**config.mk**
```make
export PLATFORM = sky130hd
export DESIGN_NAME = qrs_queue
export DESIGN_NICKNAME = d
export VERILOG_FILES = /design/src/hw/rtl/qrs_pkg.sv /design/src/hw/rtl/qrs_queue.sv
export SDC_FILE = /design/constraint.sdc
export NUM_CORES = 1
export LEC_CHECK = 0
export ABC_AREA = 1
export BUFFER_PORTS_ARGS = -buffer_cell sky130_fd_sc_hd__buf_2
export CAP_MARGIN = 5
export CORE_UTILIZATION = 50
export CTS_CLUSTER_SIZE = 40
export DETAILED_ROUTE_END_ITERATION = 8
export GPL_ROUTABILITY_DRIVEN = 0
export PLACE_DENSITY_LB_ADDON = 0.08
export SYNTH_ARGS = -nofsm -noshare
export SYNTH_HDL_FRONTEND = slang
export SYNTH_SLANG_ARGS = --single-unit
```
**constraint.sdc**
```tcl
create_clock -name clk -period 2.4 [get_ports clk]
set_input_delay 0.48 -clock clk [delete_from_list [all_inputs] [get_ports clk]]
set_output_delay 0.48 -clock clk [all_outputs]
set_load 0.1 [all_outputs]
```
**src/hw/rtl/qrs_pkg.sv**
```systemverilog
// shared constants and solution codes for the quadratic root solver
package qrs_pkg;

  localparam int COEF_WIDTH_DEF = 16;
  localparam int FRAC_BITS_DEF  = 16;
  localparam int MAX_ITERS_DEF  = 64;

  localparam int KIND_WIDTH   = 3;
  localparam int OUT_WIDTH    = 41;
  localparam int TOL_WIDTH    = 32;
  localparam int TOL_REF_FRAC = 16;

  localparam logic [TOL_WIDTH-1:0] TOL_RESET = 32'd655360;

  localparam logic [63:0] OUT_POS_LIM = (64'd1 << (OUT_WIDTH - 1)) - 64'd1;
  localparam logic [63:0] OUT_NEG_LIM = 64'd1 << (OUT_WIDTH - 1);

  localparam logic [KIND_WIDTH-1:0] KIND_IDENTITY      = 3'd0;
  localparam logic [KIND_WIDTH-1:0] KIND_CONTRADICTION = 3'd1;
  localparam logic [KIND_WIDTH-1:0] KIND_LINEAR        = 3'd2;
  localparam logic [KIND_WIDTH-1:0] KIND_DOUBLE        = 3'd3;
  localparam logic [KIND_WIDTH-1:0] KIND_TWO_REAL      = 3'd4;
  localparam logic [KIND_WIDTH-1:0] KIND_COMPLEX       = 3'd5;

  typedef struct packed {
    logic push;
    logic full;
  } qrs_queue_ctl_t;

endpackage

```
**src/hw/rtl/qrs_queue.sv**
```systemverilog
// two-entry queue between front and back
module qrs_queue #(
  parameter int WIDTH = 8
) (
  input  logic                   clk,
  input  logic                   rst,
  input  qrs_pkg::qrs_queue_ctl_t wr_ctl,
  output logic                   full,
  input  logic [WIDTH-1:0]       wr_data,
  input  logic                   pop,
  output logic                   rd_valid,
  output logic [WIDTH-1:0]       rd_data
);

  localparam int DEPTH = 2;
  localparam int CNTW  = $clog2(DEPTH + 1);

  logic [WIDTH-1:0] mem [DEPTH];
  logic             wr_ptr;
  logic             rd_ptr;
  logic             rd_next;
  logic [CNTW-1:0]  count;
  logic             do_push;
  logic             do_pop;

  assign full     = (count == CNTW'(DEPTH));
  assign rd_valid = (count != '0);
  assign do_push  = wr_ctl.push && !full;
  assign do_pop   = pop && rd_valid;
  assign rd_next  = do_pop ? !rd_ptr : rd_ptr;

  // head word is kept ready, a word pushed straight to the head is forwarded
  always_ff @(posedge clk) begin
    if (do_push) begin
      mem[wr_ptr] <= wr_data;
    end
    if (do_push && (wr_ptr == rd_next)) begin
      rd_data <= wr_data;
    end else begin
      rd_data <= mem[rd_next];
    end
  end

  always_ff @(posedge clk) begin
    if (rst) begin
      wr_ptr <= 1'b0;
      rd_ptr <= 1'b0;
      count  <= '0;
    end else begin
      if (do_push) begin
        wr_ptr <= !wr_ptr;
      end
      if (do_pop) begin
        rd_ptr <= !rd_ptr;
      end
      if (do_push && !do_pop) begin
        count <= count + CNTW'(1);
      end else if (do_pop && !do_push) begin
        count <= count - CNTW'(1);
      end
    end
  end

endmodule

```
Word level (Yosys, flattened, before mapping)
Memories as Yosys holds them, arrays and structs flattened. A register that Yosys moved wholly into a read port is not among the register bits. Index checks and enable logic that the tools add are counted.

Output and inout port bits: 10. Memory bits (writable): 16. Logic and storage cells: 23. Memories: 1. Bits of input ports: 13. Bits in registers: 4.

Memory list: mem (words 2, bits a word 8, rd ports 1, clocked after Yosys merged registers in 1, write ports 1, line qrs_queue.sv:18) `logic [WIDTH-1:0] mem [DEPTH];`.

Reduce and logical (&&, ||, !) cells: 11. $add $sub $neg: 2. Eq/ne operators: 1. Multiplexer cells: 5.

Operators by type and width (number): 1-bit zero test (5); 1-bit logical AND (4); 2-bit 2-to-1 mux (2); 2-bit nonzero test (2); 1-bit 2-to-1 mux (3); 2-bit by 1-bit adder with 2-bit output (second input constant) (1); 2-bit equality test (second input constant) (1); 2-bit by 1-bit subtractor with 2-bit output (second input constant) (1).

Longest topological paths before layout
Depth after elaboration: 7. Gate-level depth with buffers: 10. Gate-level depth less buffers: 10.

Worst setup path after synthesis
No wires, ideal clock.

Path type: reg-to-output. From: reg count[1]. To: out full. Arrival time: 1.634 ns. Buffers on the path: 0. Cell stages (with the launch flop): 3. Setup slack: 0.286 ns. Path through: dfxtp_1 -> inv_2 -> nor2_1.

Cells in the longest elaborated chain, start to end: 1.

RTL lines: from (decl) (line qrs_queue.sv:22) `logic [CNTW-1:0] count;`; from (signal assigned) (line qrs_queue.sv:57) `count <= count + CNTW'(1);`; from (signal assigned) (line qrs_queue.sv:59) `count <= count - CNTW'(1);`; 2-bit equality test (line qrs_queue.sv:26) `assign full = (count == CNTW'(DEPTH));`; to (decl) (line qrs_queue.sv:8) `output logic full,`.

Every way passes these cells.

==> impl_metrics.env <==
export IMPL_status="finished, final reports clean"
export IMPL_grt_pass1_wl_microns=2060
export IMPL_insertion_delay_ns=0.29
export IMPL_finalSetupViolations=0
export IMPL_cts_hold_buf=0
export IMPL_cts_setup_buffers=0
export IMPL_cts_buffer_depth=2
export IMPL_hpwl_microns=987
export IMPL_hold_depth=2
export IMPL_ys_seq_area_share_pct=68.9
export IMPL_drc=0
export IMPL_crit_chain="mux2_2 -> buf_2"
export IMPL_critical_path_max_stage_delay_ns=0.55
export IMPL_antenna_cells=0
export IMPL_htree_levels=1
export IMPL_antenna_found_initial=0
export IMPL_synth_avg_cell_area_sq_um=13.8
export IMPL_avgViaCountPerCell=5.17
export IMPL_cts_tree="done"
export IMPL_grt_max_degree=12
export IMPL_hold_start="rst"
export IMPL_synth_flop_cell="edfxtp_1"
export IMPL_die_x_microns=43.0
export IMPL_clk_transition_reported_paths_ns=0.11
export IMPL_r2r_slack_ns=0.95
export IMPL_path_class="reg -> out"
export IMPL_final_antenna_net_count=0
export IMPL_slew_violations=0
export IMPL_cts_resized=0
export IMPL_cp_arrival_ns=1.53
export IMPL_drive_gt1_share_pct=48.2
export IMPL_netlist_area_sq_um=842
export IMPL_portBuffers=21
export IMPL_r2r_cells=2
export IMPL_nets=100
export IMPL_grt_pass1_vias=510
export IMPL_synth_common_cells="edfxtp_1 (16), mux2_2 (8), nor2_1 (6)"
export IMPL_fmax_mhz=499
export IMPL_overflow=0
export IMPL_root_buffer="clkbuf_4"
export IMPL_synth_cell_types=17
export IMPL_hold_ws_ns=0.346
export IMPL_wire_per_inst_microns=12.7
export IMPL_synth_top_cell_by_area="edfxtp_1"
export IMPL_cp_start_kind="register"
export IMPL_period_share_pct=83.5
export IMPL_start_util_pct=54.6
export IMPL_critPathMaxFanout=8
export IMPL_cp_top_family="flip-flops"
export IMPL_cts_buffers=3
export IMPL_core_area_sq_um=1540
export IMPL_drt_first_pass_iters=4
export IMPL_syn_instance_count=61
export IMPL_r2r_end="mem[1][2]"
export IMPL_worstHoldEndpoint="rd_ptr"
export IMPL_synthMostInstantiatedCell="edfxtp_1"
export IMPL_crit_reg2reg_launch="count[0]"
export IMPL_dieArea_sq_um=1850
export IMPL_skew_ns=0.00169
export IMPL_drt_first_iter_violations=4
export IMPL_ys_top_cells_by_area="edfxtp_1 (57%), dfxtp_1 (12%), mux2_2 (11%)"
export IMPL_ys_ff_latch=21
export IMPL_async_reset_ff_share_pct=0
export IMPL_endpoint_kind="output port"
export IMPL_num_vias=522
export IMPL_die_y_microns=43.0
export IMPL_min_path_type="in -> reg"
export IMPL_rows=14
export IMPL_synth_edf_count=16
export IMPL_tns_ns=0
export IMPL_maxCapViolCount=0
export IMPL_max_slew_margin_pct=55.8
export IMPL_routed_wl_microns=1280
export IMPL_synth_top_cell_area_share_pct=57.1
export IMPL_required_ns=1.92
export IMPL_yosys_warnings=0
export IMPL_worstMarginPinSlew_ns=0.661
export IMPL_rsz0062_at_grt="no"
export IMPL_final_min_clock_period_ns=2.01
export IMPL_syn_num_nets=75
export IMPL_hold_violations=0
export IMPL_ioPinCount=23
export IMPL_synthToLayoutAreaGrowth_pct=17.4
export IMPL_grtUsageTotal_pct=16.2
export IMPL_cts_num_sinks=21
export IMPL_slowest_stage="dfxtp_1"
export IMPL_crit_buf_inv=1
-- metrics by stage --
| stage | worst slack [ns] | util [%] | area [sq um] | std cells |
|---|---|---|---|---|
| floorplan | 0.286 | - | 842 | 61 |
| global placement | 0.713 | 62.4 | 962 | 97 |
| detailed placement | 0.714 | 62.4 | 962 | 97 |
| CTS | 0.366 | 64.1 | 988 | 101 |
| global route | 0.316 | 64.1 | 988 | 101 |
| finish | 0.395 | 64.1 | 988 | 101 |
-- worst register-to-register path, delay by kind of cell, from the launching register on --
| kind | cells | cell delay [ns] |
|---|---|---|
| AOI/OAI and AO/OA | 1 | 0.13 |
| DFF | 1 | 0.45 |
| and+or+nand+nor | 1 | 0.52 |
-- how the worst max path moves through the flow --
| stage | from | endpoint | slack, ns | depth (start not counted) |
|---|---|---|---|---|
| 2_1_floorplan | count[1] | full | 0.29 | 2 |
| 6_report | register | rd_data[6] | 0.39 | 2 |
| 3_3_place_gp | register | rd_data[4] | 0.71 | 2 |
| 3_5_place_dp | register | rd_data[6] | 0.71 | 2 |
| 4_1_cts | register | rd_data[6] | 0.37 | 2 |
| 5_1_grt | register | rd_data[2] | 0.32 | 2 |
-- cell type report --
type,instances,area (sq um)
clock buffers,4,26.3
fillers,135,553
inverters,8,30.0
multi-input cells,31,226
flip-flops and latches,21,581
well taps,16,20.0
repair buffers,21,105
-- metal layers --
layer | track usage (%) | up-vias | wire, microns
li1 | - | 262 | -
met2 | 30.9 | 14 | 737
met1 | 15.5 | 244 | 460
met3 | 2.55 | 2 | 62
met5 | 0 | - | 0
met4 | 10.9 | 0 | 18
-- cells in the final DEF, fill, tap and decap left out --
master and n:
nand2_2 3, inv_1 5, inv_2 3, nor2_1 6, clkbuf_4 3, nand3b_4 1
ha_1 1, o21ai_2 1, o21ai_0 2, nand4_1 1, a21oi_1 1, buf_2 21
edfxtp_1 16, a21oi_2 1, dfxtp_1 5, clkbuf_1 1, mux2_2 8, nand3_1 1
nand2_1 5
-- flip-flops by register name (all words and copies together), names as in the netlist, named ones only --
name	count
count	2
wr_ptr	1
mem	16
rd_ptr	1
-- kinds of logic (layout without fill, tap and decap cells) --
| family | count (synthesis) | after routing | share of synthesized area (%) |
|---|---|---|---|
| flip-flops | 21 | 21 | 68.9 |
| buffers and inverters | 9 | 33 | 4.16 |
| multiplexers | 8 | 8 | 10.7 |
| AND/OR/NAND/NOR | 17 | 17 | 10.8 |
| adder cells (fa/ha/maj) | 1 | 1 | 1.49 |
| AO/OA/AOI/OAI | 5 | 5 | 3.86 |
Power is left out: the tool's default activity adds up to more than one toggle a clock period on the data nets, which glitch-free logic cannot reach.
