$ cat config.mk
export PLATFORM = sky130hd
export DESIGN_NAME = qrs_front
export DESIGN_NICKNAME = d
export VERILOG_FILES = /design/src/hw/rtl/qrs_pkg.sv /design/src/hw/rtl/qrs_front.sv
export SDC_FILE = /design/constraint.sdc
export NUM_CORES = 2
export LEC_CHECK = 0
export BUFFER_PORTS_ARGS = -buffer_cell sky130_fd_sc_hd__buf_2
export CAP_MARGIN = 20
export CORE_UTILIZATION = 40
export DETAILED_ROUTE_END_ITERATION = 12
export PLACE_DENSITY = 0.58
export SLEW_MARGIN = 5
export SYNTH_ARGS = -nofsm -noshare
export SYNTH_HDL_FRONTEND = slang
export SYNTH_SLANG_ARGS = --single-unit
$ cat constraint.sdc
create_clock -name clk -period 7.6 [get_ports clk]
set_input_delay 1.52 -clock clk [delete_from_list [all_inputs] [get_ports clk]]
set_output_delay 1.52 -clock clk [all_outputs]
set_load 0.02 [all_outputs]
$ cat src/hw/rtl/qrs_pkg.sv
// shared constants and solution codes for the quadratic root solver
package qrs_pkg;

  localparam int COEF_WIDTH_DEF = 16;
  localparam int FRAC_BITS_DEF  = 16;
  localparam int MAX_ITERS_DEF  = 64;

  localparam int KIND_WIDTH   = 3;
  localparam int OUT_WIDTH    = 41;
  localparam int TOL_WIDTH    = 32;
  localparam int TOL_REF_FRAC = 16;

  localparam logic [TOL_WIDTH-1:0] TOL_RESET = 32'd655360;

  localparam logic [63:0] OUT_POS_LIM = (64'd1 << (OUT_WIDTH - 1)) - 64'd1;
  localparam logic [63:0] OUT_NEG_LIM = 64'd1 << (OUT_WIDTH - 1);

  localparam logic [KIND_WIDTH-1:0] KIND_IDENTITY      = 3'd0;
  localparam logic [KIND_WIDTH-1:0] KIND_CONTRADICTION = 3'd1;
  localparam logic [KIND_WIDTH-1:0] KIND_LINEAR        = 3'd2;
  localparam logic [KIND_WIDTH-1:0] KIND_DOUBLE        = 3'd3;
  localparam logic [KIND_WIDTH-1:0] KIND_TWO_REAL      = 3'd4;
  localparam logic [KIND_WIDTH-1:0] KIND_COMPLEX       = 3'd5;

  typedef struct packed {
    logic push;
    logic full;
  } qrs_queue_ctl_t;

endpackage

$ cat src/hw/rtl/qrs_front.sv
// front end: takes coefficients, forms the discriminant and classifies
module qrs_front #(
  parameter int COEF_WIDTH = 16
) (
  input  logic                               clk,
  input  logic                               rst,
  input  logic                               in_valid,
  output logic                               in_stall,
  input  logic signed [COEF_WIDTH-1:0]       coef_quad,
  input  logic signed [COEF_WIDTH-1:0]       coef_lin,
  input  logic signed [COEF_WIDTH-1:0]       coef_const,
  output qrs_pkg::qrs_queue_ctl_t            q_ctl,
  input  logic                               q_full,
  output logic [qrs_pkg::KIND_WIDTH+5*COEF_WIDTH:0] q_data
);

  localparam int PW = 2 * COEF_WIDTH;
  localparam int DW = 2 * COEF_WIDTH + 2;
  localparam int MW = 2 * COEF_WIDTH + 1;

  logic                         s1v;
  logic signed [COEF_WIDTH-1:0] a;
  logic signed [COEF_WIDTH-1:0] b;
  logic signed [COEF_WIDTH-1:0] c;
  logic signed [PW-1:0]         bb;
  logic signed [PW-1:0]         ac;
  logic signed [DW-1:0]         disc;
  logic [DW-1:0]                dabs;
  logic [qrs_pkg::KIND_WIDTH-1:0] kind;

  assign in_stall = s1v;

  always_ff @(posedge clk) begin
    if (rst) begin
      s1v <= 1'b0;
    end else if (!s1v && in_valid) begin
      s1v <= 1'b1;
    end else if (s1v && !q_full) begin
      s1v <= 1'b0;
    end
  end

  always_ff @(posedge clk) begin
    if (!s1v && in_valid) begin
      a  <= coef_quad;
      b  <= coef_lin;
      c  <= coef_const;
      bb <= coef_lin * coef_lin;
      ac <= coef_quad * coef_const;
    end
  end

  always_comb begin
    disc = DW'(bb) - (DW'(ac) <<< 2);
    dabs = disc[DW-1] ? DW'(-disc) : DW'(disc);
    if (a == '0) begin
      if (b != '0) begin
        kind = qrs_pkg::KIND_LINEAR;
      end else if (c != '0) begin
        kind = qrs_pkg::KIND_CONTRADICTION;
      end else begin
        kind = qrs_pkg::KIND_IDENTITY;
      end
    end else if (disc == '0) begin
      kind = qrs_pkg::KIND_DOUBLE;
    end else if (disc[DW-1]) begin
      kind = qrs_pkg::KIND_COMPLEX;
    end else begin
      kind = qrs_pkg::KIND_TWO_REAL;
    end
  end

  assign q_ctl.push = s1v;
  assign q_ctl.full = q_full;
  assign q_data     = {kind, a, b, c, dabs[MW-1:0]};

endmodule

==> Yosys cells after proc, flatten, opt, wreduce, memory -nomap -nowiden <==
Cells that the tools add are included.
{ "op_classes": {"n_mux": 8, "n_reduce_logical": 9, "n_mul": 2, "add_sub_neg": 2} }
{ "ops": {"columns": ["op", "count"], "rows": [
  ["multiplier 16 x 16 -> 32 bit", 2],
  ["zero test 34 bit", 1],
  ["subtractor 32 x 34 -> 34 bit", 1],
  ["2-to-1 mux 33 bit", 1],
  ["negation 33 bit", 1],
  ["nonzero test 16 bit", 2],
  ["zero test 16 bit", 1],
  ["2-to-1 mux 3 bit", 2],
  ["2-to-1 mux 1 bit", 4],
  ["logical AND 1 bit", 2],
  ["zero test 1 bit", 2],
  ["2-to-1 mux 2 bit", 1],
  ["nonzero test 2 bit", 1]
]} }
{ "word_totals": {"input_bits": 52, "elab_cells": 27, "ff_bits": 113} }

==> Longest topological paths before layout <==
{ "logic_depth": {"word_depth": 4, "mapped_depth": 26} }

==> Worst setup path before layout <==
OpenSTA, ideal clock, no wires.
{ "synth_path": {"kind": "input -> register", "startpoint": "in coef_lin[1]", "endpoint": "reg bb[30] (data pin)", "slack_ps": -162, "path_buffers": 2, "path_stages": 23, "arrival_ps": 7504, "t_required_ps": 7342, "cell_sequence": "clkbuf_1 clkbuf_1 nand2_1 fa_1 fa_1 inv_1 fa_1 inv_1 fa_1 fa_1 fa_1 inv_1 ha_1 a21o_1 a21o_1 a21oi_1 o21ai_0 a221oi_1 o21ai_0 a2111oi_0 o21bai_1 a21oi_1 xnor2_1"} }
{ "synth_via": {"elab_chain_cells": 1} }
{ "synth_lines": {"columns": ["item", "line_no", "source"], "rows": [
  ["start: declaration", "qrs_front.sv:10", "input logic signed [COEF_WIDTH-1:0] coef_lin,"],
  ["multiplier 16 x 16 -> 32 bit", "qrs_front.sv:48", "bb <= coef_lin * coef_lin;"],
  ["end signal: assignment", "qrs_front.sv:48", null],
  ["end: declaration", "qrs_front.sv:25", "logic signed [PW-1:0] bb;"]
]} }
No other way between the ends.
A chain may end at the register's enable or synchronous reset.

==> Final worst setup path <==
{ "layout_path": {"startpoint": "in coef_quad[7]", "endpoint": "reg ac[30] (data pin)"} }
{ "layout_via": {"elab_chain_cells": 1} }
{ "layout_lines": {"columns": ["item", "line_no", "source"], "rows": [
  ["start: declaration", "qrs_front.sv:9", "input logic signed [COEF_WIDTH-1:0] coef_quad,"],
  ["multiplier 16 x 16 -> 32 bit", "qrs_front.sv:49", "ac <= coef_quad * coef_const;"],
  ["end signal: assignment", "qrs_front.sv:49", null],
  ["end: declaration", "qrs_front.sv:26", "logic signed [PW-1:0] ac;"]
]} }
No other way between the ends.

==> flow_summary_export.csv <==
group,metric,value,unit
timing,clock_skew,0.0203,ns
die,die_width,251,um
yosys,syn_nets,3350,
global_routing,antenna_found_initial,1,
clock_tree,clk_pin_slew,0.10,ns
worst_setup_path,reg2regPathDepth,3,
timing,slew_violations,0,
routing,drt-vias-per-instance,4.96,
final_layout,drive_gt1_share,14.3,%
final_layout,finalNetCount,3643,
worst_setup_path,critPathArrivalTime,7.66,ns
final_layout,fin_util,46.6,%
yosys,yosysWarningCount,0,
worst_setup_path,cp-startpoint,"coef_quad[7]",
global_routing,grt_pass1_vias,19800,
yosys,synth.avg_cell_area,9.53,um^2
timing,min_period,7.43,ns
routing,num_vias,18200,
clock_tree,cts_root_buf,"clkbuf_16",
global_routing,grt_start_max_net_pins,79,
final_layout,final_area,28300,um^2
routing,first_iter_violations,1031,
worst_setup_path,crit_type,"input port to register",
worst_setup_path,crit_required,7.83,ns
final_layout,insertedDiodeCount,0,
die,fp.coreArea,60700,um^2
die,fp.dieArea,62900,um^2
routing,wirelength,59.1,mm
timing,worst_slew_margin_rel,35.8,%
routing,remaining_drc_errors,0,
global_routing,grt-ovfl-total,0,
place,port_buffers,138,
hold_path,hp-class,"register to register",
timing,timing.final.crit_share,97.7,%
clock_tree,clock-sinks,111,
final_layout,multiInputGateArea,18800,um^2
die,pin_count,139,
yosys,ys_seq_elements,111,
yosys,syn-instance-count,2598,
yosys,synth_cell_types,70,
clock_tree,cts_inserted_buffers,9,
global_routing,grtUsageTotal,20.0,%
clock_tree,cts_buffer_depth,2,
timing,finalSetupViolations,0,
timing,setup_ws,0.175,ns
clock_tree,clock_latency,0.40,ns
routing,dr.pass1.iters,5,
worst_setup_path,worstSetupStartpointType,"input port",
place,preCtsSetupSlack,-0.297,ns
global_routing,grt_pass1_wl,99.3,mm
timing,hold_ws,0.564,ns
worst_setup_path,crit_path_end,"ac[30]",
timing,fmax,0.135,GHz
clock_tree,hold_buffers,0,
worst_setup_path,r2r_start,"in_stall",
timing,worst_pin_slew,0.960,ns
final_layout,num-fill-cells,5788,
die,rows,90,
routing,wl_per_cell,16.1,um
final_layout,syn2layout_area_growth,14.2,%
run_status,outcome,"completed",
yosys,async_flop_share,0,%
yosys,synth_flop_cell,"edfxtp_1",
run,cap_violations,0,
worst_setup_path,r2r_slack,5.24,ns
place,dp_hpwl,51.4,mm
die,die_h,251,um
die,start_util,40.8,%
yosys,ys_seq_area_share,13.4,%
worst_setup_path,crit_fanout,9,
place,dpl_cell_area,27700,um^2
clock_tree,cts_tree,"built",
place,gp_congestion,0.905,
worst_setup_path,critPathCaptureType,"register",
worst_setup_path,r2r_end,"bb[28]",
routing,antenna_left,0,
yosys,syn-cell-area,24700,um^2
yosys,synth_edf_count,110,
clock_tree,htree_levels,3,
timing,hold_viol,0,
final_layout,register_area,3320,um^2
[worst min path at each step]
stage,start,end,cells after the start
after floorplan,in_stall,in_stall,2
after global placement,in_stall,in_stall,2
after detailed placement,in_stall,in_stall,2
after CTS,in_stall,in_stall,2
after global routing,in_stall,in_stall,2
final,in_stall,in_stall,2
[synth_stat cells, drive strengths merged (16+ instances only)]
cell type | instances | area (um^2)
xor2 | 33 | 289
nand3 | 21 | 105
inv | 663 | 2490
o21ai | 43 | 215
xnor2 | 91 | 797
edfxtp | 110 | 3300
fa | 499 | 9990
a21oi | 89 | 449
nand2 | 242 | 908
nor2 | 97 | 364
nor3 | 16 | 80.1
and2 | 178 | 1110
clkbuf | 67 | 251
ha | 201 | 2510
a21o | 40 | 300
[cell type report]
type                    count  area share [%]
flip-flops and latches    111            11.8
clock buffers               9           0.797
well taps                 782            3.46
repair buffers            355            8.43
clock inverters             7           0.305
inverters                 663            8.80
multi-input cells        1751            66.4
[cell families after synthesis]
| family | after synthesis | share of synthesized area [%] |
|---|---|---|
| buf+inv | 736 | 11.2 |
| xor+xnor | 124 | 4.39 |
| fa+ha+maj | 700 | 50.5 |
| simple gates | 643 | 12.8 |
| flops | 111 | 13.4 |
| compound gates | 282 | 7.52 |
| mux | 2 | 0.0859 |
[critical path, cell delays in order]
cell      delay, ns
buf_2          0.16
buf_4          0.20
nand2_1        0.09
fa_1           0.55
inv_1          0.06
fa_1           0.50
inv_1          0.06
fa_1           0.54
inv_1          0.05
fa_1           0.47
fa_1           0.50
inv_1          0.05
fa_1           0.47
inv_1          0.04
ha_1           0.27
and4_1         0.23
a221o_1        0.42
a311oi_4       0.38
a31oi_2        0.17
o311ai_2       0.33
or4b_4         0.50
o311ai_1       0.09
[flip-flops by register name, indices dropped and copies added, names as in the netlist]
name,cells
in_stall,1
ac,32
c,16
a,16
b,16
bb,30
[metal layers]
| layer | vias up | wire, um | global-route usage (%) |
|---|---|---|---|
| li1 | 8550 | - | - |
| met1 | 9288 | 25600 | 26.5 |
| met2 | 344 | 29700 | 34.5 |
| met3 | 59 | 2270 | 2.18 |
| met4 | 0 | 1450 | 5.87 |
| met5 | - | 0 | 0 |
[cells in the final DEF (no fill, tap or decap), types with 5 or more instances in the layout]
cell type	n
inv_1	660
fa_1	496
nand2_1	242
buf_4	214
ha_1	197
and2_1	173
buf_2	130
edfxtp_1	110
nor2_1	96
xnor2_1	91
a21oi_1	85
o21ai_0	42
a21o_1	40
xor2_1	33
nand3_1	21
nor3_1	16
nand2b_1	15
nor4_1	14
and3_1	12
a211oi_1	12
nor2b_1	11
nand4_1	11
o21a_1	10
o211ai_1	10
clkbuf_16	9
o21bai_1	8
a31oi_1	7
clkbuf_4	7
a31o_2	6
and2_4	5
o31ai_1	5
and4_1	5
o22ai_1	5
[timing repair]
item / CTS / global route
setup buffers: 0 / 3
gates resized for setup: 0 / 40
endpoints found under the setup margin: 0 / 8
[stage by stage]
step	TNS, ns	cells
after global routing	-0.0583	3678
after floorplan	-0.0164	2598
after CTS	0	3674
after detailed placement	-1.90	3658
final	0	3678
after global placement	-1.21	3658
Power is left out: the tool's default activity adds up to more than one toggle a clock period on the data nets, which glitch-free logic cannot reach.
