--- src/hw/rtl/qrs_pkg.sv ---
// shared constants and solution codes for the quadratic root solver
package qrs_pkg;

  localparam int COEF_WIDTH_DEF = 16;
  localparam int FRAC_BITS_DEF  = 16;
  localparam int MAX_ITERS_DEF  = 64;

  localparam int KIND_WIDTH   = 3;
  localparam int OUT_WIDTH    = 41;
  localparam int TOL_WIDTH    = 32;
  localparam int TOL_REF_FRAC = 16;

  localparam logic [TOL_WIDTH-1:0] TOL_RESET = 32'd655360;

  localparam logic [63:0] OUT_POS_LIM = (64'd1 << (OUT_WIDTH - 1)) - 64'd1;
  localparam logic [63:0] OUT_NEG_LIM = 64'd1 << (OUT_WIDTH - 1);

  localparam logic [KIND_WIDTH-1:0] KIND_IDENTITY      = 3'd0;
  localparam logic [KIND_WIDTH-1:0] KIND_CONTRADICTION = 3'd1;
  localparam logic [KIND_WIDTH-1:0] KIND_LINEAR        = 3'd2;
  localparam logic [KIND_WIDTH-1:0] KIND_DOUBLE        = 3'd3;
  localparam logic [KIND_WIDTH-1:0] KIND_TWO_REAL      = 3'd4;
  localparam logic [KIND_WIDTH-1:0] KIND_COMPLEX       = 3'd5;

  typedef struct packed {
    logic push;
    logic full;
  } qrs_queue_ctl_t;

endpackage

--- src/hw/rtl/qrs_div.sv ---
// serial restoring divider, one quotient bit a cycle
module qrs_div #(
  parameter int WIDTH = 49
) (
  input  logic             clk,
  input  logic             rst,
  input  logic             start,
  input  logic [WIDTH-1:0] num,
  input  logic [WIDTH-1:0] den,
  output logic             done,
  output logic [WIDTH-1:0] quo
);

  localparam int CNTW = $clog2(WIDTH + 1);

  logic             busy;
  logic [CNTW-1:0]  count;
  logic [WIDTH-1:0] rem;
  logic [WIDTH-1:0] dsr;
  logic [WIDTH:0]   trial;
  logic [WIDTH:0]   diff;

  always_comb begin
    trial = {rem, quo[WIDTH-1]};
    diff  = trial - {1'b0, dsr};
  end

  always_ff @(posedge clk) begin
    if (rst) begin
      busy <= 1'b0;
      done <= 1'b0;
      count <= '0;
    end else begin
      done <= 1'b0;
      if (start) begin
        busy  <= 1'b1;
        count <= CNTW'(WIDTH);
        rem   <= '0;
        quo   <= num;
        dsr   <= den;
      end else if (busy) begin
        if (trial >= {1'b0, dsr}) begin
          rem <= diff[WIDTH-1:0];
          quo <= {quo[WIDTH-2:0], 1'b1};
        end else begin
          rem <= trial[WIDTH-1:0];
          quo <= {quo[WIDTH-2:0], 1'b0};
        end
        count <= count - CNTW'(1);
        if (count == CNTW'(1)) begin
          busy <= 1'b0;
          done <= 1'b1;
        end
      end
    end
  end

endmodule

--- src/hw/rtl/qrs_back.sv ---
// back end: newton square root and final root divisions on a shared divider
module qrs_back #(
  parameter int COEF_WIDTH = 16,
  parameter int FRAC_BITS  = 16,
  parameter int MAX_ITERS  = 64
) (
  input  logic                                clk,
  input  logic                                rst,
  input  logic                                task_valid,
  input  logic [qrs_pkg::KIND_WIDTH+5*COEF_WIDTH:0] task_data,
  output logic                                task_pop,
  input  logic [qrs_pkg::TOL_WIDTH-1:0]       tol,
  output logic                                out_valid,
  input  logic                                out_stall,
  output logic [qrs_pkg::KIND_WIDTH-1:0]      solution_kind,
  output logic signed [qrs_pkg::OUT_WIDTH-1:0] root_one_real,
  output logic signed [qrs_pkg::OUT_WIDTH-1:0] root_two_real,
  output logic signed [qrs_pkg::OUT_WIDTH-1:0] imag_part,
  output logic                                iteration_capped
);

  localparam int CW    = COEF_WIDTH;
  localparam int KW    = qrs_pkg::KIND_WIDTH;
  localparam int OW    = qrs_pkg::OUT_WIDTH;
  localparam int MW    = 2 * CW + 1;
  localparam int DW    = MW + FRAC_BITS;
  localparam int NW    = DW + 1;
  localparam int SW    = (DW + 1 > OW + 1) ? DW + 1 : OW + 1;
  localparam int TOLW  = qrs_pkg::TOL_WIDTH + FRAC_BITS;
  localparam int CMPW  = (DW > TOLW) ? DW : TOLW;
  localparam int TSH_L = (FRAC_BITS >= qrs_pkg::TOL_REF_FRAC) ?
                         FRAC_BITS - qrs_pkg::TOL_REF_FRAC : 0;
  localparam int TSH_R = (FRAC_BITS < qrs_pkg::TOL_REF_FRAC) ?
                         qrs_pkg::TOL_REF_FRAC - FRAC_BITS : 0;
  localparam int ITW   = $clog2(MAX_ITERS + 1);
  localparam int XW    = DW + 32;

  localparam logic [3:0] S_IDLE   = 4'd0;
  localparam logic [3:0] S_NDIV   = 4'd1;
  localparam logic [3:0] S_NWAIT  = 4'd2;
  localparam logic [3:0] S_NSQ    = 4'd3;
  localparam logic [3:0] S_NCHK   = 4'd4;
  localparam logic [3:0] S_D1     = 4'd5;
  localparam logic [3:0] S_D1WAIT = 4'd6;
  localparam logic [3:0] S_D2WAIT = 4'd7;
  localparam logic [3:0] S_OUT    = 4'd8;

  logic [3:0]            state;
  logic [KW-1:0]         kind;
  logic signed [CW-1:0]  a;
  logic signed [CW-1:0]  b;
  logic signed [CW-1:0]  c;
  logic [MW-1:0]         dmag;
  logic [DW-1:0]         p;
  logic [ITW-1:0]        iters;
  logic                  capped;
  logic [63:0]           sq;
  logic                  ipok;
  logic [OW-1:0]         r1;
  logic [OW-1:0]         r2;
  logic [OW-1:0]         im;

  logic                  div_start;
  logic [DW-1:0]         div_num;
  logic [DW-1:0]         div_den;
  logic                  div_neg;
  logic                  div_done;
  logic [DW-1:0]         div_quo;

  logic [KW-1:0]         t_kind;
  logic [CW-1:0]         t_a;
  logic [CW-1:0]         t_b;
  logic [CW-1:0]         t_c;
  logic [MW-1:0]         t_dmag;

  logic [TOLW-1:0]       tol_s;
  logic [DW-1:0]         diff;
  logic [DW:0]           psum;
  logic [DW-1:0]         pnext;
  logic [XW-1:0]         ipx;

  logic signed [NW-1:0]  bsx;
  logic signed [NW-1:0]  csx;
  logic signed [NW-1:0]  nb;
  logic signed [NW-1:0]  nc;
  logic signed [NW-1:0]  sx;
  logic signed [NW-1:0]  num1;
  logic signed [NW-1:0]  num2;
  logic signed [NW-1:0]  nsel;
  logic [NW-1:0]         nmag;
  logic signed [CW:0]    den;
  logic [CW:0]           dabs;
  logic [OW-1:0]         res;

  function automatic logic [OW-1:0] sat_out(input logic [DW-1:0] m, input logic neg);
    logic [SW-1:0] mx;
    logic [SW-1:0] val;
    mx  = SW'(m);
    val = neg ? SW'(-mx) : mx;
    if (!neg && (mx > SW'(qrs_pkg::OUT_POS_LIM))) begin
      return OW'(qrs_pkg::OUT_POS_LIM);
    end else if (neg && (mx > SW'(qrs_pkg::OUT_NEG_LIM))) begin
      return OW'(qrs_pkg::OUT_NEG_LIM);
    end
    return val[OW-1:0];
  endfunction

  qrs_div #(.WIDTH(DW)) u_div (
    .clk   (clk),
    .rst   (rst),
    .start (div_start),
    .num   (div_num),
    .den   (div_den),
    .done  (div_done),
    .quo   (div_quo)
  );

  assign {t_kind, t_a, t_b, t_c, t_dmag} = task_data;
  assign task_pop = (state == S_IDLE) && task_valid;

  always_comb begin
    tol_s = (TOLW'(tol) << TSH_L) >> TSH_R;
    diff  = (p > div_quo) ? p - div_quo : div_quo - p;
    psum  = (DW+1)'(p) + (DW+1)'(div_quo);
    pnext = (psum[DW:1] == '0) ? DW'(1) : psum[DW:1];
    ipx   = XW'(p) >> FRAC_BITS;
    bsx   = NW'(b);
    csx   = NW'(c);
    nb    = -(bsx <<< FRAC_BITS);
    nc    = -(csx <<< FRAC_BITS);
    sx    = $signed(NW'(p));
    if (kind == qrs_pkg::KIND_LINEAR) begin
      num1 = nc;
    end else if (kind == qrs_pkg::KIND_TWO_REAL) begin
      num1 = nb - sx;
    end else begin
      num1 = nb;
    end
    num2  = (kind == qrs_pkg::KIND_TWO_REAL) ? nb + sx : -sx;
    den   = (kind == qrs_pkg::KIND_LINEAR) ? (CW+1)'(b) : ((CW+1)'(a) <<< 1);
    dabs  = den[CW] ? (CW+1)'(-den) : (CW+1)'(den);
    nsel  = (state == S_D1) ? num1 : num2;
    nmag  = nsel[NW-1] ? NW'(-nsel) : NW'(nsel);
    res   = sat_out(div_quo, div_neg);
  end

  always_ff @(posedge clk) begin
    if (rst) begin
      state     <= S_IDLE;
      div_start <= 1'b0;
      out_valid <= 1'b0;
    end else begin
      div_start <= 1'b0;
      if (state == S_OUT && (!out_valid || !out_stall)) begin
        out_valid <= 1'b1;
      end else if (!out_stall) begin
        out_valid <= 1'b0;
      end
      case (state)
        S_IDLE: begin
          if (task_valid) begin
            kind   <= t_kind;
            a      <= t_a;
            b      <= t_b;
            c      <= t_c;
            dmag   <= t_dmag;
            capped <= 1'b0;
            iters  <= '0;
            p      <= DW'(t_dmag) << (FRAC_BITS - 1);
            r1     <= '0;
            r2     <= '0;
            im     <= '0;
            case (t_kind)
              qrs_pkg::KIND_LINEAR, qrs_pkg::KIND_DOUBLE: state <= S_D1;
              qrs_pkg::KIND_TWO_REAL, qrs_pkg::KIND_COMPLEX: state <= S_NDIV;
              default: state <= S_OUT;
            endcase
          end
        end
        S_NDIV: begin
          div_start <= 1'b1;
          div_num   <= DW'(dmag) << FRAC_BITS;
          div_den   <= p;
          state     <= S_NWAIT;
        end
        S_NWAIT: begin
          if (div_done) begin
            if (CMPW'(diff) <= CMPW'(tol_s)) begin
              state <= S_D1;
            end else if (iters >= ITW'(MAX_ITERS)) begin
              capped <= 1'b1;
              state  <= S_D1;
            end else begin
              p     <= pnext;
              iters <= iters + ITW'(1);
              state <= S_NSQ;
            end
          end
        end
        S_NSQ: begin
          ipok  <= (p[FRAC_BITS-1:0] == '0) && (ipx[XW-1:32] == '0);
          sq    <= ipx[31:0] * ipx[31:0];
          state <= S_NCHK;
        end
        S_NCHK: begin
          state <= (ipok && sq == 64'(dmag)) ? S_D1 : S_NDIV;
        end
        S_D1: begin
          div_start <= 1'b1;
          div_num   <= nmag[DW-1:0];
          div_den   <= DW'(dabs);
          div_neg   <= nsel[NW-1] ^ den[CW];
          state     <= S_D1WAIT;
        end
        S_D1WAIT: begin
          if (div_done) begin
            r1 <= res;
            case (kind)
              qrs_pkg::KIND_DOUBLE: begin
                r2    <= res;
                state <= S_OUT;
              end
              qrs_pkg::KIND_COMPLEX, qrs_pkg::KIND_TWO_REAL: begin
                if (kind == qrs_pkg::KIND_COMPLEX) begin
                  r2 <= res;
                end
                div_start <= 1'b1;
                div_num   <= nmag[DW-1:0];
                div_den   <= DW'(dabs);
                div_neg   <= nsel[NW-1] ^ den[CW];
                state     <= S_D2WAIT;
              end
              default: state <= S_OUT;
            endcase
          end
        end
        S_D2WAIT: begin
          if (div_done) begin
            if (kind == qrs_pkg::KIND_TWO_REAL) begin
              r2 <= res;
            end else begin
              im <= res;
            end
            state <= S_OUT;
          end
        end
        S_OUT: begin
          if (!out_valid || !out_stall) begin
            state <= S_IDLE;
          end
        end
        default: state <= S_IDLE;
      endcase
    end
  end

  always_ff @(posedge clk) begin
    if (state == S_OUT && (!out_valid || !out_stall)) begin
      solution_kind    <= kind;
      root_one_real    <= r1;
      root_two_real    <= r2;
      imag_part        <= im;
      iteration_capped <= capped;
    end
  end

endmodule

--- config.mk ---
export PLATFORM = sky130hd
export DESIGN_NAME = qrs_back
export DESIGN_NICKNAME = d
export VERILOG_FILES = /design/src/hw/rtl/qrs_pkg.sv /design/src/hw/rtl/qrs_div.sv /design/src/hw/rtl/qrs_back.sv
export SDC_FILE = /design/constraint.sdc
export NUM_CORES = 2
export LEC_CHECK = 0
export ABC_AREA = 1
export BUFFER_PORTS_ARGS = -buffer_cell sky130_fd_sc_hd__buf_2
export CAP_MARGIN = 15
export CELL_PAD_IN_SITES_DETAIL_PLACEMENT = 1
export CELL_PAD_IN_SITES_GLOBAL_PLACEMENT = 1
export CORE_ASPECT_RATIO = 1.1
export CORE_MARGIN = 1
export CORE_UTILIZATION = 49
export CTS_CLUSTER_SIZE = 24
export DETAILED_ROUTE_END_ITERATION = 6
export GPL_ROUTABILITY_DRIVEN = 1
export PLACE_DENSITY_LB_ADDON = 0.12
export SKIP_CTS_REPAIR_TIMING = 1
export SYNTH_ARGS = -nofsm -noshare
export SYNTH_HDL_FRONTEND = slang
export SYNTH_SLANG_ARGS = --single-unit
--- constraint.sdc ---
create_clock -name clk -period 10.2 [get_ports clk]
set_input_delay 2.04 -clock clk [delete_from_list [all_inputs] [get_ports clk]]
set_output_delay 2.04 -clock clk [all_outputs]
set_load 0.01 [all_outputs]
# After elaboration in Yosys (flattened, before gate mapping)

Cells that the tools add are included.

Input bits: 120
Logic and storage cells: 204
Output and inout bits: 129
Flip-flop bits (word level): 716

Multiplexer cells: 78
Equality and inequality tests: 32
Bitwise gates (word level): 3
Reduce and logical (&&, ||, !) cells: 39
Order comparisons: 6
$add $sub $neg: 14
$mul: 1

Operators by type and width:

| operator                                             | count |
|---|---|
| two-way mux 49 bit                                   | 15 |
| two-way mux 41 bit                                   | 12 |
| case mux 49 bit (3 select lines)                     | 2 |
| case mux 41 bit (2 select lines)                     | 3 |
| two-way mux 50 bit                                   | 4 |
| subtractor 49 bit                                    | 3 |
| case mux 41 bit (3 select lines)                     | 1 |
| negation 32 -> 50 bit                                | 2 |
| zero test 49 bit                                     | 2 |
| case mux 49 bit (2 select lines)                     | 1 |
| equality test 64 x 33 -> 1 bit                       | 1 |
| multiplier 32 x 32 -> 64 bit                         | 1 |
| adder 49 x 49 -> 50 bit                              | 1 |
| adder 50 bit                                         | 1 |
| greater-or-equal comparator 50 x 49 -> 1 bit         | 1 |
| negation 49 -> 50 bit                                | 1 |
| subtractor 50 bit                                    | 1 |
| > comparator 49 x 40 -> 1 bit, second input constant | 1 |
| > comparator 49 x 41 -> 1 bit, second input constant | 1 |
| > comparator 49 bit                                  | 1 |
| <= comparator 49 x 32 -> 1 bit                       | 1 |
| negation 49 bit                                      | 1 |
| negation 41 bit                                      | 1 |
| case mux 4 bit (9 select lines)                      | 1 |
| other kinds (41)                                     | 114 |

# Logic depth before layout (Yosys ltp)

Word-level depth: 10
Depth in mapped cells: 42
Gate-level depth less buffers: 37

# Cells and area by module

From an unflattened synthesis, not the netlist that was laid out.

Cells, all modules: 11,039
Area total of the unflattened synthesis: 84,069.4 sq um

Modules (own cells, without submodules):

| module   | cells each | times used | area each (sq um) |
|---|---|---|---|
| qrs_back | 9,483      | 1          | 73,220.2 |
| qrs_div  | 1,556      | 1          | 10,849.2 |

# Least setup slack after synthesis

OpenSTA, ideal clock, no wires.

Path type: input -> register
Start point: in task_valid
End point: reg r2[0], enable pin
Path buffers: 0
Stages: 6
Arrival time: 8.748 ns
Setup time: 0.659 ns
Path slack: 0.793 ns
Cells stage by stage: inv_1 nand2_1 nand2_1 inv_1 nand3_1 a2111oi_0

Word-level cells in the longest chain between the ends: 2

RTL lines:

| what                                   | RTL line        | source |
|---|---|---|
| start: declaration                     | qrs_back.sv:9   | `input logic task_valid,` |
| inequality test 2 bit (no source line) | -               |  |
| AND reduction 8 bit (no source line)   | -               |  |
| end signal: assignment                 | qrs_back.sv:220 | `r2 <= res;` |
| end signal: assignment                 | qrs_back.sv:225 | `r2 <= res;` |
| end signal: assignment                 | qrs_back.sv:240 | `r2 <= res;` |
| end: declaration                       | qrs_back.sv:60  | `logic [OW-1:0] r2;` |

No other way between the ends.
A chain may end at the register's enable or synchronous reset.

# Worst setup path after layout

Start point: reg p[32]
End point: reg sq[58], data pin

Word-level cells in the longest chain between the ends: 1

RTL lines:

| what                         | RTL line        | source |
|---|---|---|
| start: declaration           | qrs_back.sv:54  | `logic [DW-1:0] p;` |
| start signal: assignment     | qrs_back.sv:169 | `p <= DW'(t_dmag) << (FRAC_BITS - 1);` |
| start signal: assignment     | qrs_back.sv:194 | `p <= pnext;` |
| multiplier 32 x 32 -> 64 bit | qrs_back.sv:202 | `sq <= ipx[31:0] * ipx[31:0];` |
| end signal: assignment       | qrs_back.sv:202 |  |
| end: declaration             | qrs_back.sv:57  | `logic [63:0] sq;` |

No other way between the ends.

==> flow_metrics.tcl <==
set metrics [dict create \
    grt_antenna_before_repair 11 \
    clock_tree.htree_level_count 3 \
    element_type_at_the_critical_path_start "flop" \
    core_area_mm2 0.166 \
    die_height_um 431 \
    synth_top_flop_cell "edfxtp_1" \
    critical-path-slowest-cell "fa_1" \
    remaining_drc_errors 0 \
    clkTransAtPathRegs_ns 0.07 \
    ys_top_cells_by_area "edfxtp_1 26%, fa_1 20%, inv_1 11%" \
    routabilityCongestion 1.03 \
    largest_area_contributor_in_the_synthesized_netlist "edfxtp_1" \
    hold_slack_ns 0.407 \
    cts_tree "yes" \
    setup_violations 0 \
    routed-via-count 73500 \
    fillCellCount 20700 \
    drt-vias-per-instance 5.71 \
    cts_max_path_buffers 3 \
    cpMostUsedCell "fa_1" \
    post_synth_num_cell_types 77 \
    design.die.area_mm2 0.169 \
    firstDrtPassIters 5 \
    hold_path_end "u_div.dsr[31]$_DFFE_PP_" \
    die_w_um 392 \
    yosysSeqAreaShare 0.260 \
    final_hold_viol_count 0 \
    hpwlAfterDp_um 279000 \
    postSynthNetCount 12000 \
    ant_nets 0 \
    dr_iter_0_viols 5870 \
    tightestPinTransition_ns 1.23 \
    status "completed" \
    drive_above_1_share 0.0600 \
    io_port_bufs 248 \
    worst_reg2reg_setup_slack_ns 0.84 \
    sequential_cell_area_mm2 0.0213 \
    postRouteWirelength_um 338000 \
    netlist_area_mm2 0.0821 \
    tritoncts_num_sinks 715 \
    ctsRootBufferMaster "clkbuf_16" \
    reg2reg_to "sq[58]$_DFFE_PP_" \
    grt_pass1_vias 79200 \
    regToRegStartpoint "p[32]$_DFFE_PP_" \
    tns_ns 0 \
    final.period_utilization 0.918 \
    criticalPathCategory "reg2reg" \
    place_worst_setup_slack_ns 1.05 \
    netlist_instances 10500 \
    worstPathArrival_ns 9.81 \
    crit_required_ns 10.64 \
    whs_path_depth 0 \
    synth-edff-count 701 \
    ys_async_sr_fraction 0 \
    grt_max_degree 93 \
    synthMostInstantiatedCell "inv_1" \
    slew-limit-headroom 0.170 \
    syn_to_final_growth_pct 7.89 \
    pin_count 249 \
    layout.nets 12100 \
    timing.hold.worst.start "div_den[31]$_SDFFCE_PN0P_" \
    max-cap-violations 0 \
    grtUsageTotal 0.400 \
    grt_setup_unrepaired "no" \
    routed_wirelength_normalized_by_instance_count_um 26.3 \
    cts_made_buffers 80 \
    ys.warnings.count 0 \
    timing.critical_path.from "p[32]$_DFFE_PP_" \
    post-route-min-period_ns 9.36 \
    critPathMaxFanout 15 \
    finalMaxSlewViolations 0 \
    ff2ff_path_depth 25 \
    max_freq_ghz 0.107 \
    synth_top_cells_by_count "2,306 x inv_1, 2,275 x nand2_1, 928 x nor2_1, 802 x fa_1, 701 x edfxtp_1" \
    post-route-worst-setup-slack_ns 0.836 \
    start_util 0.494 \
    globalRouteOverflowTotal 0 \
    worst_min_delay_path_category "reg2reg" \
    core.rowCount 157 \
    max_stage_delay_ns 0.85 \
    ys_seq_elements 715 \
    grt_first_pass_wirelength_um 498000 \
    clock-skew-final_ns 0.0526 \
    synth_top_area_frac 0.256 \
    syn_area_per_cell_um2 7.86 \
    clock_latency_ns 0.73 \
    multiInputGateArea_mm2 0.0507 \
    setup.worst_path.end_class "flop" \
]
sequential cells by signal, summed over array words and instances, names as in the netlist, 49 cells and up:
signal,cells
u_div.rem,49
div_den,49
p,49
sq,63
u_div.quo,49
div_num,49
u_div.dsr,49
cells in the final DEF, fill, tap and decap left out, drive strengths merged, types with 7 or more instances in the layout:
cell / synthesis / layout
fa: 802 / 802
nand2: 2293 / 2293
clkbuf: 185 / 89
and2: 7 / 7
nor2: 961 / 961
xnor2: 83 / 83
xor2: 241 / 241
mux2i: 7 / 7
nor3: 93 / 93
o21bai: 61 / 61
clkinv: 10 / 41
a21boi: 13 / 13
o22ai: 11 / 11
or2: 18 / 18
o21a: 25 / 25
nand3: 437 / 437
a31o: 9 / 9
ha: 609 / 609
a31oi: 60 / 60
a211oi: 9 / 9
dfxtp: 14 / 14
nand3b: 15 / 15
o211ai: 28 / 28
bufinv: 0 / 13
nor4: 51 / 51
o21ai: 501 / 501
a21o: 23 / 23
nand4: 109 / 109
edfxtp: 701 / 701
inv: 2325 / 2332
a21oi: 584 / 584
buf: 130 / 371
how the worst max path moves through the flow:
stage / endpoint / cells after the start / slack, ns
2_1_floorplan: r2[0]$_SDFFCE_PN0P_ / 6 / 0.79
3_3_place_gp: sq[58]$_DFFE_PP_ / 25 / 0.98
3_5_place_dp: sq[58]$_DFFE_PP_ / 25 / 1.05
4_1_cts: sq[58]$_DFFE_PP_ / 25 / 0.98
5_1_grt: sq[58]$_DFFE_PP_ / 25 / 0.72
6_report: sq[58]$_DFFE_PP_ / 25 / 0.84
cell families after synthesis:
group,Yosys count,share of synthesized area
AOI/OAI and AO/OA,1349,0.0904
muxes,7,0.000853
adders and majority gates,1411,0.288
xor gates and xnor gates,324,0.0346
and+or+nand+nor,3997,0.202
DFF,715,0.260
buffers and inverters,2650,0.124
worst max-delay path: cells and delay by family (launching register included):
kind                     cells  cell delay, ns
XOR/XNOR                     1            0.10
buffers and inverters        8            1.58
adder cells (fa/ha/maj)      9            4.75
AO/OA/AOI/OAI                2            0.41
flip-flops                   1            0.52
AND/OR/NAND/NOR              5            1.72
routing by layer:
metal	track usage	part of all wire	vias up
met1	0.477	0.38	36700
met4	0.274	0.081	12
met2	0.669	0.47	3011
met5	0	0.00025	-
li1	-	-	32800
met3	0.0546	0.067	1048
cell type report:
cell class / count / area share
Clock buffer: 89 / 0.0230
Inverter: 2335 / 0.0990
Clock inverter: 56 / 0.00804
Timing Repair Buffer: 371 / 0.0255
Tap cell: 2226 / 0.0314
Sequential cell: 715 / 0.241
Antenna cell: 6 / 0.000169
Multi-Input combinational cell: 7088 / 0.572
metrics by stage:
| step | utilization | std cells | instance area (µm²) |
|---|---|---|---|
| floorplan | - | 10500 | 82100 |
| global placement | 0.516 | 12700 | 85800 |
| detailed placement | 0.516 | 12700 | 85800 |
| CTS | 0.532 | 12900 | 88600 |
| global route | 0.532 | 12900 | 88600 |
| finish | 0.532 | 12900 | 88600 |
Power is not shown: default switching activity piles up to over one toggle a cycle in this logic, so the estimate is an artifact.
